===== src/rtl/rtcw_pkg.sv =====
// Shared types and codes for the three-wire RTC register master.
package rtcw_pkg;

    localparam logic [1:0] REQ_TICK  = 2'd0;
    localparam logic [1:0] REQ_READ  = 2'd1;
    localparam logic [1:0] REQ_WRITE = 2'd2;

    localparam logic [5:0] PHASE_IDLE     = 6'd0;
    localparam logic [5:0] PHASE_FIRST    = 6'd1;
    localparam logic [5:0] PHASE_CMD_LAST = 6'd16;
    localparam logic [5:0] PHASE_LAST     = 6'd33;

    localparam logic [6:0] BCD_MAX_VALUE = 7'd99;

    typedef struct packed {
        logic [1:0] req_type;
        logic [7:0] reg_addr;
        logic [6:0] write_value;
        logic       io_in;
    } in_item_t;

    typedef struct packed {
        logic       chip_enable;
        logic       serial_clock;
        logic       data_out;
        logic       data_drive;
        logic [7:0] read_value;
        logic       done_res;
        logic       busy_res;
    } out_item_t;

    // One classified beat as handed from the front part to the sequencer.
    typedef struct packed {
        logic       is_req;
        logic       is_write;
        logic [7:0] cmd_byte;
        logic [7:0] data_byte;
        logic       io_in;
    } queue_entry_t;

endpackage


===== src/rtl/rtcw_chan_if.sv =====
// Valid/ready channel interface carrying one payload per beat.
interface rtcw_chan_if #(parameter type payload_t = logic) ();
    logic     valid;
    logic     ready;
    payload_t payload;

    modport source (output valid, output payload, input ready);
    modport sink (input valid, input payload, output ready);
endinterface


===== src/rtl/rtcw_front.sv =====
// Front part: classifies an incoming beat and prepares command and BCD data bytes.
module rtcw_front
    import rtcw_pkg::*;
(
    input  in_item_t     item,
    output queue_entry_t entry
);

    // Division by ten through a reciprocal; exact for values up to 99.
    localparam logic [14:0] DIV10_MUL = 15'd205;

    logic [6:0]  value_clamped;
    logic [14:0] tens_product;
    logic [3:0]  tens;
    logic [6:0]  tens_times_ten;
    logic [6:0]  ones;
    logic        is_read;
    logic        is_write;

    always_comb
    begin
        value_clamped  = (item.write_value > BCD_MAX_VALUE) ? BCD_MAX_VALUE : item.write_value;
        tens_product   = {8'd0, value_clamped} * DIV10_MUL;
        tens           = tens_product[14:11];
        tens_times_ten = {tens, 3'b000} + {2'b00, tens, 1'b0};
        ones           = value_clamped - tens_times_ten;

        is_read  = (item.req_type == REQ_READ);
        is_write = (item.req_type == REQ_WRITE);

        entry.is_req    = is_read || is_write;
        entry.is_write  = is_write;
        entry.cmd_byte  = is_write ? item.reg_addr : item.reg_addr + 8'd1;
        entry.data_byte = is_write ? {tens, ones[3:0]} : 8'd0;
        entry.io_in     = item.io_in;
    end

endmodule


===== src/rtl/rtcw_queue.sv =====
// Short queue between the front part and the sequencer.
module rtcw_queue
    import rtcw_pkg::*;
#(
    parameter int DEPTH = 2
)
(
    input  logic         clk,
    input  logic         rst_n,
    input  logic         push_valid,
    output logic         push_ready,
    input  queue_entry_t push_entry,
    output logic         pop_valid,
    input  logic         pop_ready,
    output queue_entry_t pop_entry
);

    localparam int PTR_W   = (DEPTH > 1) ? $clog2(DEPTH) : 1;
    localparam int COUNT_W = $clog2(DEPTH + 1);

    queue_entry_t entries_reg [DEPTH];

    logic [PTR_W-1:0]   wr_ptr_reg;
    logic [PTR_W-1:0]   wr_ptr_next;
    logic [PTR_W-1:0]   rd_ptr_reg;
    logic [PTR_W-1:0]   rd_ptr_next;
    logic [COUNT_W-1:0] count_reg;
    logic [COUNT_W-1:0] count_next;
    logic               push;
    logic               pop;

    assign push_ready = (count_reg != COUNT_W'(DEPTH));
    assign pop_valid  = (count_reg != '0);
    assign pop_entry  = entries_reg[rd_ptr_reg];
    assign push       = push_valid && push_ready;
    assign pop        = pop_valid && pop_ready;

    always_comb
    begin
        wr_ptr_next = wr_ptr_reg;
        rd_ptr_next = rd_ptr_reg;
        count_next  = count_reg;
        if (push)
        begin
            wr_ptr_next = (wr_ptr_reg == PTR_W'(DEPTH - 1)) ? '0 : wr_ptr_reg + 1'b1;
        end
        if (pop)
        begin
            rd_ptr_next = (rd_ptr_reg == PTR_W'(DEPTH - 1)) ? '0 : rd_ptr_reg + 1'b1;
        end
        if (push && !pop)
        begin
            count_next = count_reg + 1'b1;
        end
        else if (pop && !push)
        begin
            count_next = count_reg - 1'b1;
        end
    end

    always_ff @(posedge clk or negedge rst_n)
    begin
        if (!rst_n)
        begin
            wr_ptr_reg <= '0;
            rd_ptr_reg <= '0;
            count_reg  <= '0;
        end
        else
        begin
            wr_ptr_reg <= wr_ptr_next;
            rd_ptr_reg <= rd_ptr_next;
            count_reg  <= count_next;
        end
    end

    always_ff @(posedge clk)
    begin
        if (push)
        begin
            entries_reg[wr_ptr_reg] <= push_entry;
        end
    end

endmodule


===== src/rtl/rtcw_back.sv =====
// Back part: half-bit pin sequencer with the result register.
module rtcw_back
    import rtcw_pkg::*;
(
    input  logic         clk,
    input  logic         rst_n,
    input  logic         q_valid,
    output logic         q_ready,
    input  queue_entry_t q_entry,
    output logic         out_valid,
    input  logic         out_ready,
    output out_item_t    out_item
);

    logic [5:0] phase_reg;
    logic [5:0] phase_next;
    logic       is_write_reg;
    logic       is_write_next;
    logic [7:0] cmd_reg;
    logic [7:0] cmd_next;
    logic [7:0] data_reg;
    logic [7:0] data_next;
    logic       ce_reg;
    logic       ce_next;
    logic       sclk_reg;
    logic       sclk_next;
    logic       io_reg;
    logic       io_next;
    logic       drive_reg;
    logic       drive_next;
    logic       out_valid_reg;
    out_item_t  out_item_reg;
    out_item_t  out_item_next;

    logic       pop;
    logic       done;
    logic [7:0] read_value;
    logic [2:0] bit_idx;
    logic [2:0] sample_idx;

    assign q_ready   = !out_valid_reg || out_ready;
    assign pop       = q_valid && q_ready;
    assign out_valid = out_valid_reg;
    assign out_item  = out_item_reg;

    always_comb
    begin
        phase_next    = phase_reg;
        is_write_next = is_write_reg;
        cmd_next      = cmd_reg;
        data_next     = data_reg;
        ce_next       = ce_reg;
        sclk_next     = sclk_reg;
        io_next       = io_reg;
        drive_next    = drive_reg;
        done          = 1'b0;
        read_value    = 8'd0;
        // Odd phases carry bit phase[3:1]; read sampling lags by one bit.
        bit_idx       = phase_reg[3:1];
        sample_idx    = phase_reg[3:1] - 3'd1;

        if (phase_reg == PHASE_IDLE)
        begin
            if (q_entry.is_req)
            begin
                is_write_next = q_entry.is_write;
                cmd_next      = q_entry.cmd_byte;
                data_next     = q_entry.data_byte;
                ce_next       = 1'b1;
                sclk_next     = 1'b0;
                io_next       = 1'b0;
                drive_next    = 1'b1;
                phase_next    = PHASE_FIRST;
            end
        end
        else if (phase_reg >= PHASE_LAST)
        begin
            ce_next    = 1'b0;
            sclk_next  = 1'b0;
            io_next    = 1'b0;
            drive_next = 1'b1;
            done       = 1'b1;
            if (!is_write_reg)
            begin
                read_value = {1'b0, data_reg[7:4], 3'b000} + {3'b000, data_reg[7:4], 1'b0}
                           + {4'b0000, data_reg[3:0]};
            end
            phase_next = PHASE_IDLE;
        end
        else
        begin
            if (phase_reg <= PHASE_CMD_LAST || is_write_reg)
            begin
                if (phase_reg[0])
                begin
                    ce_next    = 1'b1;
                    sclk_next  = 1'b0;
                    drive_next = 1'b1;
                    io_next    = (phase_reg <= PHASE_CMD_LAST) ? cmd_reg[bit_idx]
                                                               : data_reg[bit_idx];
                end
                else
                begin
                    sclk_next = 1'b1;
                end
            end
            else
            begin
                ce_next    = 1'b1;
                io_next    = 1'b0;
                drive_next = 1'b0;
                if (phase_reg[0])
                begin
                    sclk_next = 1'b0;
                end
                else
                begin
                    if (q_entry.io_in)
                    begin
                        data_next[sample_idx] = 1'b1;
                    end
                    // No clock pulse follows the last sample.
                    sclk_next = (sample_idx != 3'd7);
                end
            end
            phase_next = phase_reg + 6'd1;
        end

        out_item_next.chip_enable  = ce_next;
        out_item_next.serial_clock = sclk_next;
        out_item_next.data_out     = drive_next && io_next;
        out_item_next.data_drive   = drive_next;
        out_item_next.read_value   = read_value;
        out_item_next.done_res     = done;
        out_item_next.busy_res     = (phase_next != PHASE_IDLE);
    end

    always_ff @(posedge clk or negedge rst_n)
    begin
        if (!rst_n)
        begin
            phase_reg     <= PHASE_IDLE;
            is_write_reg  <= 1'b0;
            cmd_reg       <= 8'd0;
            data_reg      <= 8'd0;
            ce_reg        <= 1'b0;
            sclk_reg      <= 1'b0;
            io_reg        <= 1'b0;
            drive_reg     <= 1'b1;
            out_valid_reg <= 1'b0;
        end
        else
        begin
            if (pop)
            begin
                phase_reg    <= phase_next;
                is_write_reg <= is_write_next;
                cmd_reg      <= cmd_next;
                data_reg     <= data_next;
                ce_reg       <= ce_next;
                sclk_reg     <= sclk_next;
                io_reg       <= io_next;
                drive_reg    <= drive_next;
            end
            if (pop)
            begin
                out_valid_reg <= 1'b1;
            end
            else if (out_ready)
            begin
                out_valid_reg <= 1'b0;
            end
        end
    end

    always_ff @(posedge clk)
    begin
        if (pop)
        begin
            out_item_reg <= out_item_next;
        end
    end

    assert property (@(posedge clk) disable iff (!rst_n) phase_reg <= PHASE_LAST)
        else $error("sequencer phase ran past the final step");

    assert property (@(posedge clk) disable iff (!rst_n)
        (phase_reg != PHASE_IDLE) |-> ce_reg)
        else $error("chip enable low during a transaction");

    assert property (@(posedge clk) disable iff (!rst_n)
        !drive_reg |-> (ce_reg && !is_write_reg && phase_reg > PHASE_CMD_LAST))
        else $error("data line released outside the read data phase");

    assert property (@(posedge clk) disable iff (!rst_n)
        (out_valid_reg && out_item_reg.done_res) |->
            (!out_item_reg.busy_res && !out_item_reg.chip_enable))
        else $error("completion beat reports an open transaction");

endmodule


===== src/rtl/rtc_three_wire_register_master.sv =====
// Top level of the three-wire RTC register master.
//
// The req channel carries one beat per tick or request: req_type selects a bus
// tick, a register read or a register write, with the register address, the decimal
// write value and the sampled IO level. The rsp channel returns exactly one beat
// per req beat, in order, with the CE, SCLK and IO pin levels after that step,
// the decimal read value and the done and busy flags.
// A request latches the command and, for a write, the BCD data; each following
// tick advances the pin sequence by one half-bit, 34 beats per transaction.
// A request that arrives while busy counts as a plain tick.
// An accepted req beat reaches its rsp beat through the queue register behind the
// classifying front end, then the sequencer step that loads the result register.
// Throughput is one beat per cycle while rsp is not stalled, set by the single
// sequencer step per cycle.
// Reset leaves the block idle with CE and SCLK low and IO driven low.
// While rsp is stalled the queue absorbs up to QUEUE_DEPTH req beats before
// req.ready drops; the result register holds its beat until taken.
module rtc_three_wire_register_master
    import rtcw_pkg::*;
#(
    parameter int QUEUE_DEPTH = 2
)
(
    input logic         clk,
    input logic         rst_n,
    rtcw_chan_if.sink   req,
    rtcw_chan_if.source rsp
);

    queue_entry_t front_entry;
    queue_entry_t back_entry;
    in_item_t     req_item;
    out_item_t    rsp_item;
    logic         back_valid;
    logic         back_ready;
    logic         rsp_valid;

    assign req_item = req.payload;

    rtcw_front u_front (
        .item  (req_item),
        .entry (front_entry)
    );

    rtcw_queue #(
        .DEPTH (QUEUE_DEPTH)
    ) u_queue (
        .clk        (clk),
        .rst_n      (rst_n),
        .push_valid (req.valid),
        .push_ready (req.ready),
        .push_entry (front_entry),
        .pop_valid  (back_valid),
        .pop_ready  (back_ready),
        .pop_entry  (back_entry)
    );

    rtcw_back u_back (
        .clk       (clk),
        .rst_n     (rst_n),
        .q_valid   (back_valid),
        .q_ready   (back_ready),
        .q_entry   (back_entry),
        .out_valid (rsp_valid),
        .out_ready (rsp.ready),
        .out_item  (rsp_item)
    );

    assign rsp.valid   = rsp_valid;
    assign rsp.payload = rsp_item;

endmodule

===== src/flat_wrapper.sv =====
// flat-port wrapper written by rule: the top's interface ports become plain ports
module rtc_three_wire_register_master_flat import rtcw_pkg::*;
#(
    parameter int QUEUE_DEPTH = 2
)
  (clk, rst_n, req_valid, req_payload, req_ready, rsp_valid, rsp_payload, rsp_ready);
  rtcw_chan_if req_i ();
  rtcw_chan_if rsp_i ();
  input logic clk;
  input logic rst_n;
  input wire logic [$bits(req_i.valid)-1:0] req_valid;
  input wire logic [$bits(req_i.payload)-1:0] req_payload;
  output wire logic [$bits(req_i.ready)-1:0] req_ready;
  output wire logic [$bits(rsp_i.valid)-1:0] rsp_valid;
  output wire logic [$bits(rsp_i.payload)-1:0] rsp_payload;
  input wire logic [$bits(rsp_i.ready)-1:0] rsp_ready;
  assign req_i.valid = req_valid;
  assign req_i.payload = req_payload;
  assign req_ready = req_i.ready;
  assign rsp_valid = rsp_i.valid;
  assign rsp_payload = rsp_i.payload;
  assign rsp_i.ready = rsp_ready;
  rtc_three_wire_register_master #(.QUEUE_DEPTH(QUEUE_DEPTH)) u_core (.clk(clk), .rst_n(rst_n), .req(req_i), .rsp(rsp_i));
endmodule

===== config.mk =====
export PLATFORM = sky130hd
export DESIGN_NAME = rtc_three_wire_register_master_flat
export DESIGN_NICKNAME = d
export VERILOG_FILES = /design/src/rtl/rtcw_pkg.sv /design/src/rtl/rtcw_chan_if.sv /design/src/rtl/rtcw_front.sv /design/src/rtl/rtcw_queue.sv /design/src/rtl/rtcw_back.sv /design/src/rtl/rtc_three_wire_register_master.sv /design/src/flat_wrapper.sv
export SDC_FILE = /design/constraint.sdc
export NUM_CORES = 1
export LEC_CHECK = 0
export BUFFER_PORTS_ARGS = -buffer_cell sky130_fd_sc_hd__buf_4
export CORE_UTILIZATION = 50
export CTS_CLUSTER_DIAMETER = 200
export DETAILED_ROUTE_END_ITERATION = 10
export MAX_ROUTING_LAYER = met4
export PLACE_DENSITY_LB_ADDON = 0.08
export RECOVER_POWER = 100
export SYNTH_ARGS = -nofsm -noshare
export SYNTH_HDL_FRONTEND = slang
export SYNTH_HIERARCHICAL = 1
export SYNTH_SLANG_ARGS = --single-unit

===== constraint.sdc =====
create_clock -name clk -period 3.6 [get_ports clk]
set_input_delay 1.08 -clock clk [delete_from_list [all_inputs] [get_ports clk]]
set_output_delay 1.08 -clock clk [all_outputs]
set_load 0.05 [all_outputs]

After elaboration in Yosys (flattened, before gate mapping)

Index checks and enable logic that the tools add are counted.

Add/sub/neg operators: 3
$lt $le $gt $ge: 1
Equality and inequality tests: 1
Mux-type cells: 7
Reductions and logical operators: 13

Operators with widths:

| cell                                                                | number |
|---|---|
| 6-bit two-way mux                                                   | 3 |
| 6-bit by 1-bit adder with 6-bit output (second input constant)      | 1 |
| 6-bit greater-or-equal comparator (second input constant)           | 1 |
| 6-bit zero test                                                     | 1 |
| 2-bit nonzero test                                                  | 3 |
| 6-bit nonzero test                                                  | 1 |
| 1-bit logical AND                                                   | 4 |
| 2-bit two-way mux                                                   | 2 |
| 1-bit zero test                                                     | 3 |
| 2-bit by 1-bit adder with 2-bit output (second input constant)      | 1 |
| 1-bit two-way mux                                                   | 2 |
| 2-bit != test (second input constant)                               | 1 |
| 2-bit by 1-bit subtractor with 2-bit output (second input constant) | 1 |
| 1-bit logical OR                                                    | 1 |

Bits in registers: 10
Bits of input ports: 5
Output and inout port bits: 3
Word-level logic and storage cells: 29

Logic depth before layout (Yosys ltp)

Gate-level depths: netlist of the first run.

Depth in word-level cells: 6
Depth in mapped cells: 10
Mapped depth without buffers: 8

Hierarchy

The synthesis of the first run kept the hierarchy.

Modules (own cells, without submodules):

| module                         | times used | cells an instance | area an instance (µm²) | sequential area each (µm²) |
|---|---|---|---|---|
| rtcw_back                      | 1          | 227               | 2,471.1                | 1,122.3 |
| rtcw_queue                     | 1          | 77                | 1,589.0                | 1,241.2 |
| rtcw_front                     | 1          | 140               | 1,258.7                | 0.0 |
| rtc_three_wire_register_master | 1          | 1                 | 3.8                    | 0.0 |

Worst setup path after synthesis of the first run

Ideal clock, no wire load.

Kind: reg-to-reg
From: reg u_core.u_back.phase_reg[1]
To: reg, netlist name u_core/u_back/cmd_reg[5]
Library setup time: 0.125 ns
Arrival time: 2.332 ns
Required time: 3.475 ns
Setup slack: 1.143 ns
Stages on the path, launching flop included: 10
Path buffers: 3
Period minus slack after synthesis: 2.457 ns
Cells stage by stage: dfrtp_1 -> clkbuf_1 -> inv_1 -> ha_1 -> or4b_4 -> buf_6 -> nor3b_4 -> nand2_4 -> buf_6 -> mux2_4

RTL lines:

| element                  | line             | source |
|---|---|---|
| start: declaration       | rtcw_back.sv:15  | `logic [5:0] phase_reg;` |
| start signal: assignment | rtcw_back.sv:156 | `phase_reg <= phase_next;` |

Worst setup path after layout of the first run

From: reg u_core.u_queue.count_reg[0]
To: out req_ready

Word-level cells in the longest chain between the ends: 1

Ends and longest elaborated chain:

| element                  | line               | source |
|---|---|---|
| start: declaration       | rtcw_queue.sv:27   | `logic [COUNT_W-1:0] count_reg;` |
| start signal: assignment | rtcw_queue.sv:73   | `count_reg <= count_next;` |
| 2-bit != test            | rtcw_queue.sv:32   | `assign push_ready = (count_reg != COUNT_W'(DEPTH));` |
| end: declaration         | flat_wrapper.sv:13 | `output wire logic [$bits(req_i.ready)-1:0] req_ready;` |

Every way passes these cells.

==> metrics.md, run 1 <==
| Metric | Value |
|---|---|
| Result of the run | `completed` |
| Final weighted congestion of routability-driven global placement | `around 0.84` |
| Final core area utilization | `roughly 54%` |
| Number of setup buffers added after CTS | `0` |
| Antenna violations before repair | `0` |
| Max reg flops | `6` |
| Deepest level of the CTS H-tree | `1` |
| Power per cell area | `878 nW/um2` |
| Post-placement cell count | `between 100 and 150` |
| Maximum achievable frequency | `approximately 420 MHz` |
| Kind of path behind the tightest hold check | `reg -> reg` |
| Setup TNS | `0 ns` |
| Latest clock arrival within the worst-skew pair | `0.27 ns` |
| Number of design rule violations left after detail routing | `0` |
| Maxcap violations | `0` |
| Hold violation total from the final report | `0` |
| Maximum number of pins on one net before global-route repair | `12` |
| Share of post-route cells with drive strength above 1 | `about an eighth` |
| Critical Path Fanout Max | `4` |
| Crit share post-route | `66.9%` |
| Number of buffers inserted by port buffering | `6` |
| Leak pwr | `0.413 nW` |
| Final setup violation count | `0` |
| Crit path arrival time | `1.33 ns` |
| Via count of the first global-routing pass | `roughly 570` |
| IR drop worst, VDD | `0.498 mV` |
| Number of top-level pins | `8` |
| Die height | `45.0 um` |
| Initial DRC count | `7` |
| Pins over their slew limit | `0` |
| Endpoint class of the critical path | `output pin` |
| Antenna Nets Post-Route | `0` |
| Number of standard-cell rows in the floorplan | `15` |
| Die ar. | `around 2000 um2` |
| Post_cts resized | `0` |
| Relative max-transition margin | `between 50% and 60%` |
| Starting Density | `53.5%` |
| Synthesized instance count | `94` |
| Vias per std cell | `slightly above 5` |
| Clock Sink Count | `14` |
| Number of hold-repair buffers added at the cts stage | `0` |
| Wire length of the first global-routing pass | `2370 um` |
| Area of the core region | `~1700 um2` |
| Number of buffers on the longest clock path | `2` |
| Antenna cell count | `0` |
| Clock edge transition at the registers on the reported setup and hold paths | `roughly 0.080 ns` |
| RSZ-0062 raised after global routing | `false` |
| Clock root buffer | `clkbuf_4` |
| Number of standard cells in the final layout excluding fillers | `between 100 and 150` |
| Global routing usage summed across all routing layers | `about 17%` |
| Netlist area before placement | `923 um2` |
| Worst Path Required | `around 2.5 ns` |
| Final setup skew | `0.00412 ns` |
| Wire length per cell | `11.0 um` |
| Number of iterations in the first detailed-routing pass | `4` |
| Mapped Avg Cell Area | `9.82 um2` |
| Total Routed Length | `1320 um` |
| Number of warnings reported in the yosys synthesis log | `6` |
| Signed area change from the synthesized netlist to the final layout | `0.271%` |
| Layout Nets | `107` |
| Die W | `around 45 um` |
| Critical path start-end classification | `reg -> out` |
| Via count | `approximately 610` |
| TritonCTS buffer count | `3` |
| CTS tree | `done` |
| Layout fillers | `180` |
| Time the final worst path needs with I/O delays and setup | `2.41 ns` |
| Crit start category | `flip-flop` |
| Total congestion overflow | `0` |
| Actual slew at the worst max-slew pin | `approximately 0.63 ns` |
| DPL Wire Length | `roughly 1000 um` |
[final cells by class]
cell class | count | area, um2 | share of cell area [%]
repair buffers | 6 | 30.0 | 3.24
inverters | 8 | 30.0 | 3.24
well taps | 25 | 31.3 | 3.38
clock buffers | 4 | 26.3 | 2.84
multi-input cells | 63 | 443 | 47.8
flip-flops and latches | 14 | 365 | 39.5
[where the power goes]
part / internal (mW) / leakage, nW / switching, mW
combinational: 0.178 / 0.238 / 0.238
sequential: 0.232 / 0.161 / 0.0731
clock: 0.0429 / 0.0150 / 0.0487
[per-stage QoR]
stage | hold slack [ns] | worst slack [ns] | total power [mW] | cell area [um2]
finish | 0.486 | 1.19 | 0.813 | 926
global route | 0.521 | 1.11 | 0.890 | 926
CTS | 0.490 | 1.40 | 0.854 | 953
detailed placement | 0.475 | 1.41 | 0.757 | 927
global placement | 0.473 | 1.43 | 0.752 | 927
floorplan | 0.461 | 1.33 | 0.731 | 927
[final timing paths]
check	cells past startpoint	slack, ns	end	from
worst max-delay path	2	1.19	req_ready	u_core/u_queue/count_reg[0]
worst min-delay path	1	0.49	u_core/u_queue/rd_ptr_reg	u_core/u_queue/rd_ptr_reg
worst max register to register	7	1.29	u_core/u_back/phase_reg[3]	u_core/u_back/phase_reg[0]
worst min register to register	1	0.49	u_core/u_queue/rd_ptr_reg	u_core/u_queue/rd_ptr_reg
max in group asynchronous	1	2.41	u_core/u_queue/count_reg[1]	rst_n
min in group asynchronous	1	0.79	u_core/u_back/phase_reg[1]	rst_n
[worst max-delay path: stages (launching register included)]
cell and delay, ns:
dfrtp_1 0.43, nand2b_4 0.17, clkbuf_1 0.46
[routing by layer]
metal	share of wire (%)	wire, um	vias to the layer above	track usage (%)
li1	-	-	312	-
met1	48	638	289	21.6
met2	49	642	4	24.3
met3	2.2	29	2	5.20
met4	0.91	12	0	10.3
met5	0	0	-	-
[layout by cell type, fill, tap and decap left out, drive strengths merged, types with 2 or more instances in the layout]
cell type  instances
nand2              6
a21oi              6
xor2               3
nand2b             4
nor2               5
ha                 6
o21ai              8
and3               2
dfrtp             11
nor3               2
inv                8
clkbuf            10
mux2               3
nand3              2
xnor2              4
edfxtp             3
nand4              2
conb               2
or2                2
(Power assumes the default switching activity.)
==> run 2: changes to the inputs <==
==> constraint.sdc (replaced) <==
create_clock -name clk -period 2.4 [get_ports clk]
set_input_delay 0.72 -clock clk [delete_from_list [all_inputs] [get_ports clk]]
set_output_delay 0.72 -clock clk [all_outputs]
set_load 0.05 [all_outputs]
==> metrics.md, run 2 (synthesis gave the netlist of run 1 again) <==
| Metric | Value |
|---|---|
| Clock Sink Count | `14 (unchanged)` |
| RSZ-0062 raised after global routing | `false` |
| Total Power | `1.23 mW (+52%)` |
| Endpoint class of the critical path | `flip-flop` |
| GR Util met1 | `24.0% (+2.4 points)` |
| Deepest level of the CTS H-tree | `1 (unchanged)` |
| Antenna Nets Post-Route | `0 (unchanged)` |
| Pins over their slew limit | `0 (unchanged)` |
| Area of the core region | `1730 um2 (unchanged)` |
| Worst stage delay on the critical path | `0.51 ns (+0.05 ns)` |
| Final weighted congestion of routability-driven global placement | `0.840 (-0.23%)` |
| Die W | `45.0 um (unchanged)` |
| Antenna violations before repair | `0 (unchanged)` |
| Number of design rule violations left after detail routing | `0 (unchanged)` |
| Leak pwr | `0.421 nW (+1.8%)` |
| Wire length of the first global-routing pass | `2410 um (+1.8%)` |
| Total congestion overflow | `0 (unchanged)` |
| CP max stage cell | `or4b_1` |
| Number of buffer and inverter instances along the worst setup path | `1 (unchanged)` |
| Crit start category | `flip-flop` |
| Crit path arrival time | `2.26 ns (+0.93 ns)` |
| Maximum number of pins on one net before global-route repair | `12 (unchanged)` |
| Post_cts resized | `0 (unchanged)` |
| Global routing usage summed across all routing layers | `17.7% (+0.49 points)` |
| Die ar. | `2020 um2 (unchanged)` |
| Worst-case setup slack after placement | `0.332 ns (-1.08 ns)` |
| Maximum achievable frequency | `472 MHz` |
| Total stage count of the critical path | `7 (+5)` |
| Worst Path Required | `2.55 ns (+0.03 ns)` |
| List of cells traversed by the critical path | `inv_1, ha_1, or4b_1, or2_0, mux2_2, a21oi_1, a211o_1` |
| IR drop worst, VDD | `0.752 mV (+51%)` |
| Met2 global-route usage | `24.9% (+0.58 points)` |
| Instance area at placement | `942 um2 (+1.6%)` |
| Crit share post-route | `roughly nine tenths` |
| Number of hold-repair buffers added at the cts stage | `0 (unchanged)` |
| Number of iterations in the first detailed-routing pass | `2 (-2)` |
| Relative max-transition margin | `55.7% (-2.5 points)` |
| Number of setup buffers added after CTS | `0 (unchanged)` |
| Setup TNS | `0 ns (unchanged)` |
| Worst path setup slack after routing | `0.282 ns (-0.911 ns)` |
| Final setup violation count | `0 (unchanged)` |
| Kind of path behind the tightest hold check | `in -> async` |
| Share of post-route cells with drive strength above 1 | `13.4% (+0.77 points)` |
| Max reg flops | `6 (unchanged)` |
| Maxcap violations | `0 (unchanged)` |
| Time the final worst path needs with I/O delays and setup | `between 2 and 2.5 ns` |
| Most frequent standard cell in the layout excluding fill and tap cells | `dfrtp_1` |
| Antenna cell count | `0 (unchanged)` |
| Register-to-Register Path Depth | `7 (unchanged)` |
| Family of cells with the greatest summed delay on the critical path | `simple AND/OR/NAND/NOR gates` |
| Critical path start-end classification | `reg -> reg` |
| DPL Wire Length | `1080 um (+5.4%)` |
| TritonCTS buffer count | `3 (unchanged)` |
| Result of the run | `completed` |
| Final setup skew | `0.00893 ns (+0.00481 ns)` |
| Die height | `45.0 um (unchanged)` |
| Via count of the first global-routing pass | `535 (-6.5%)` |
| Clock root buffer | `clkbuf_4` |
| Total Routed Length | `1420 um (+7.6%)` |
| Hold violation total from the final report | `0 (unchanged)` |
| Signed area change from the synthesized netlist to the final layout | `1.36%` |
| Number of buffers inserted by port buffering | `6 (unchanged)` |
| Critical Path Fanout Max | `5 (+1)` |
| Number of top-level pins | `8 (unchanged)` |
| Final instance area | `936 um2 (+1.1%)` |
| Latest clock arrival within the worst-skew pair | `0.28 ns (about the same)` |
| CTS tree | `done` |
| Starting Density | `53.5% (unchanged)` |
| Met3 Track Usage GR | `2.40% (-2.8 points)` |
| Layout Nets | `109 (+1.9%)` |
| Wire length per cell | `11.7 um (+5.8%)` |
| Number of standard-cell rows in the floorplan | `15 (unchanged)` |
| Initial DRC count | `7 (unchanged)` |
| Vias per std cell | `5.16 (+2.1%)` |
| Power per cell area | `1320 nW/um2 (+50%)` |
| Via count | `630 (+3.8%)` |
| Number of buffers on the longest clock path | `2 (unchanged)` |
| GR peak layer | `met2` |
| Clock edge transition at the registers on the reported setup and hold paths | `0.09 ns (about the same)` |
| Actual slew at the worst max-slew pin | `0.665 ns (+0.0371 ns)` |
| Most frequent cells in the layout | `dfrtp_1 (11), inv_1 (7), o21ai_0 (6), a21oi_1 (6), ha_1 (6)` |
==> run 2: cell count changes in the layout (fill, tap and decap cells not counted), sizes merged <==
cell	before	now
clkbuf	10	8
buf	0	4
==> run 2: area by class of cell <==
type                            instances  area (um2)
Clock buffer                            4        26.3
Fill cell                             178         791
Inverter                                8        30.0
Multi-Input combinational cell         63         438
Sequential cell                        14         365
Tap cell                               25        31.3
Timing Repair Buffer                    8        45.0
==> run 2: path summary, 6_finish.rpt <==
check	end	from	slack, ns
min in group clk	u_core/u_queue/rd_ptr_reg	u_core/u_queue/rd_ptr_reg	0.48
worst max register to register	u_core/u_back/out_item[0]	u_core/u_back/phase_reg[1]	0.28
worst min-delay path	u_core/u_back/phase_reg[1]	rst_n	0.44
worst min register to register	u_core/u_queue/rd_ptr_reg	u_core/u_queue/rd_ptr_reg	0.48
worst max-delay path	u_core/u_back/out_item[0]	u_core/u_back/phase_reg[1]	0.28
max in group asynchronous	u_core/u_queue/rd_ptr_reg	rst_n	1.53
==> run 2: stage by stage <==
step / hold slack [ns] / std cells / util [%]
after CTS: 0.258 / 122 / 56.1
after global routing: 0.463 / 122 / 54.2
after floorplan: 0.424 / 95 / -
final: 0.438 / 122 / 54.2
after global placement: 0.474 / 118 / 54.6
after detailed placement: 0.474 / 118 / 54.6
==> run 2: worst reg2reg max path: stages (launching register included) <==
cell and delay [ns]:
dfrtp_1 0.44, inv_1 0.10, ha_1 0.13, or4b_1 0.51, or2_0 0.27, mux2_2 0.27, a21oi_1 0.14, a211o_1 0.12
==> run 2: report_power, final <==
group | internal, mW | total, mW | leakage, nW | switching, mW
clock network | 0.0644 | 0.141 | 0.0150 | 0.0763
logic | 0.278 | 0.668 | 0.245 | 0.390
registers | 0.348 | 0.425 | 0.161 | 0.0778
total | 0.690 | 1.23 | 0.421 | 0.544
==> run 2: per-layer routing <==
metal	vias to the layer above	wire, um
met5	-	0
met2	4	675
met4	0	12
li1	314	-
met1	310	709
met3	2	26
==> run 3: changes to the inputs <==
--- a/config.mk
+++ b/config.mk
@@ -10,7 +10,7 @@
 export CTS_CLUSTER_DIAMETER = 200
 export DETAILED_ROUTE_END_ITERATION = 10
 export MAX_ROUTING_LAYER = met4
-export PLACE_DENSITY_LB_ADDON = 0.08
+export PLACE_DENSITY = 0.67
 export RECOVER_POWER = 100
 export SYNTH_ARGS = -nofsm -noshare
 export SYNTH_HDL_FRONTEND = slang
==> metrics.md, run 3 (synthesis gave the netlist of run 1 again) <==
| Metric | Value |
|---|---|
| Worst-case setup slack after placement | `0.326 ns (-0.00651 ns)` |
| Worst Path Required | `2.43 ns (-0.12 ns)` |
| Antenna cell count | `0 (unchanged)` |
| DPL Wire Length | `1030 um (-4.1%)` |
| Latest clock arrival within the worst-skew pair | `0.27 ns (about the same)` |
| Wire length of the first global-routing pass | `2370 um (-1.7%)` |
| RSZ-0062 raised after global routing | `false` |
| Setup slack, reg-to-reg | `0.27 ns (about the same)` |
| Total congestion overflow | `0 (unchanged)` |
| Die W | `45.0 um (unchanged)` |
| Kind of path behind the tightest hold check | `in -> async` |
| Initial DRC count | `16 (+9)` |
| Critical path start-end classification | `reg -> reg` |
| Pins over their slew limit | `0 (unchanged)` |
| Final core area utilization | `54.5% (+0.29 points)` |
| Crit path arrival time | `2.16 ns (-0.10 ns)` |
| Time the final worst path needs with I/O delays and setup | `2.13 ns (+0.00807 ns)` |
| Via count of the first global-routing pass | `539 (+0.75%)` |
| Number of top-level pins | `8 (unchanged)` |
| Number of standard-cell rows in the floorplan | `15 (unchanged)` |
| Leak pwr | `0.421 nW (+0.10%)` |
| Most frequent standard cell in the layout excluding fill and tap cells | `dfrtp_1` |
| Maximum number of pins on one net before global-route repair | `12 (unchanged)` |
| Share of total power in sequential cells | `34.6% (about the same)` |
| Clock root buffer | `clkbuf_4` |
| Antenna violations before repair | `0 (unchanged)` |
| CP Capture Point | `u_core/u_back/out_item[0]` |
| TritonCTS buffer count | `3 (unchanged)` |
| Starting Density | `53.5% (unchanged)` |
| Max reg flops | `6 (unchanged)` |
| Share of post-route cells with drive strength above 1 | `14.6% (+1.2 points)` |
| Signed area change from the synthesized netlist to the final layout | `1.90%` |
| Endpoint class of the critical path | `flip-flop` |
| Worst path setup slack after routing | `0.274 ns (-0.00807 ns)` |
| Setup TNS | `0 ns (unchanged)` |
| Combinational Power Share | `52.4% (-1.7 points)` |
| Crit start category | `flip-flop` |
| Number of iterations in the first detailed-routing pass | `4 (+2)` |
| P_int | `0.717 mW (+4.0%)` |
| Number of buffers inserted by port buffering | `6 (unchanged)` |
| Final instance area | `941 um2 (+0.53%)` |
| Maxcap violations | `0 (unchanged)` |
| Relative max-transition margin | `60.9% (+5.2 points)` |
| Critical R2R Capture | `u_core/u_back/out_item[0]` |
| CTS tree | `done` |
| Total Routed Length | `1370 um (-3.7%)` |
| Number of setup buffers added after CTS | `0 (unchanged)` |
| Die height | `45.0 um (unchanged)` |
| Sw power | `0.552 mW (+1.6%)` |
| Register-to-Register Path Depth | `7 (unchanged)` |
| Number of hold-repair buffers added at the cts stage | `0 (unchanged)` |
| Final setup skew | `0.00286 ns (-0.00607 ns)` |
| Hold violation total from the final report | `0 (unchanged)` |
| Layout fillers | `175 (-1.7%)` |
| Crit share post-route | `88.6% (+0.34 points)` |
| Power per cell area | `1350 nW/um2 (+2.4%)` |
| Post_cts resized | `0 (unchanged)` |
| Result of the run | `completed` |
| Global routing usage summed across all routing layers | `17.3% (-0.40 points)` |
| Final weighted congestion of routability-driven global placement | `0.856 (+1.9%)` |
| Via count | `614 (-2.5%)` |
| Antenna Nets Post-Route | `0 (unchanged)` |
| Instance area at placement | `935 um2 (-0.80%)` |
| Hold WS | `0.410 ns (-0.0278 ns)` |
| Clock Sink Count | `14 (unchanged)` |
| Deepest level of the CTS H-tree | `1 (unchanged)` |
| Actual slew at the worst max-slew pin | `0.587 ns (-0.0781 ns)` |
| Clock edge transition at the registers on the reported setup and hold paths | `0.08 ns (about the same)` |
| Most frequent cells in the layout | `dfrtp_1 (11), inv_1 (7), a21oi_1 (6), o21ai_0 (6), ha_1 (6)` |
| Area of the core region | `1730 um2 (unchanged)` |
| Maximum achievable frequency | `470 MHz (-0.38%)` |
| Layout Nets | `108 (-0.92%)` |
| Origin of the critical flop-to-flop path | `u_core/u_back/phase_reg[1]` |
| Critical Path Fanout Max | `5 (unchanged)` |
| Die ar. | `2020 um2 (unchanged)` |
| Final setup violation count | `0 (unchanged)` |
| Vias per std cell | `5.07 (-1.7%)` |
| IR drop worst, VDD | `0.661 mV (-12%)` |
| Number of buffers on the longest clock path | `2 (unchanged)` |
| Number of design rule violations left after detail routing | `0 (unchanged)` |
| Switching share of power | `43.5% (-0.59 points)` |
| Relative contribution of the clock network to total power | `13.1% (+1.7 points)` |
| Wire length per cell | `11.3 um (-2.9%)` |
| Critical path startpoint | `u_core/u_back/phase_reg[1]` |
==> run 3: cell count changes in the layout (fill, tap and decap cells not counted), sizes merged <==
cell	delta
buf	-1
==> run 3: metrics by stage <==
| stage | std cells | power [mW] |
|---|---|---|
| 3_3_place_gp | 117 | 1.14 |
| 6_report | 121 | 1.27 |
| 3_5_place_dp | 117 | 1.16 |
| 4_1_cts | 121 | 1.33 |
| 2_1_floorplan | 95 | 1.10 |
| 5_1_grt | 121 | 1.38 |
==> run 3: critical path: stages, from the launching register on <==
cell and delay [ns]:
dfrtp_1 0.44, inv_1 0.10, ha_1 0.13, or4b_4 0.49
nor3_1 0.20, mux2_2 0.19, a21oi_1 0.06, a211o_1 0.27
==> run 3: power groups by stage <==
| stage | Sequential (mW) | Combinational (mW) | Clock, mW |
|---|---|---|---|
| 3_5_place_dp | 0.448 | 0.707 | 0 |
| 3_3_place_gp | 0.446 | 0.697 | 0 |
| 6_report | 0.439 | 0.665 | 0.166 |
| 5_1_grt | 0.455 | 0.748 | 0.181 |
| 4_1_cts | 0.445 | 0.711 | 0.173 |
| 2_1_floorplan | 0.461 | 0.636 | 0 |
==> run 3: metal layers <==
layer	GRT usage, %	vias up	share of wire, %	wire length (um)
li1	-	316	-	-
met1	24.2	285	49	673
met5	-	-	0	0
met2	22.9	11	47	639
met4	10.3	0	0.88	12
met3	3.60	2	3.3	45
==> run 3: final cells by class <==
class	count	area, um2	share of cell area [%]
multi-input cells	63	440	46.8
flip-flops and latches	14	365	38.8
repair buffers	7	37.5	3.99
clock buffers	4	36.3	3.86
well taps	25	31.3	3.32
inverters	8	30.0	3.19
==> run 3: worst min path at each step <==
stage / startpoint / to / slack, ns / cells past startpoint
after CTS: rst_n / u_core/u_queue/wr_ptr_reg / 0.25 / 1
after global placement: u_core/u_queue/wr_ptr_reg / u_core/u_queue/wr_ptr_reg / 0.47 / 1
after detailed placement: u_core/u_queue/rd_ptr_reg / u_core/u_queue/rd_ptr_reg / 0.48 / 1
final: rst_n / u_core/u_queue/wr_ptr_reg / 0.41 / 1
after floorplan: rst_n / u_core/u_back/out_valid / 0.42 / 0
after global routing: rst_n / u_core/u_queue/wr_ptr_reg / 0.46 / 1
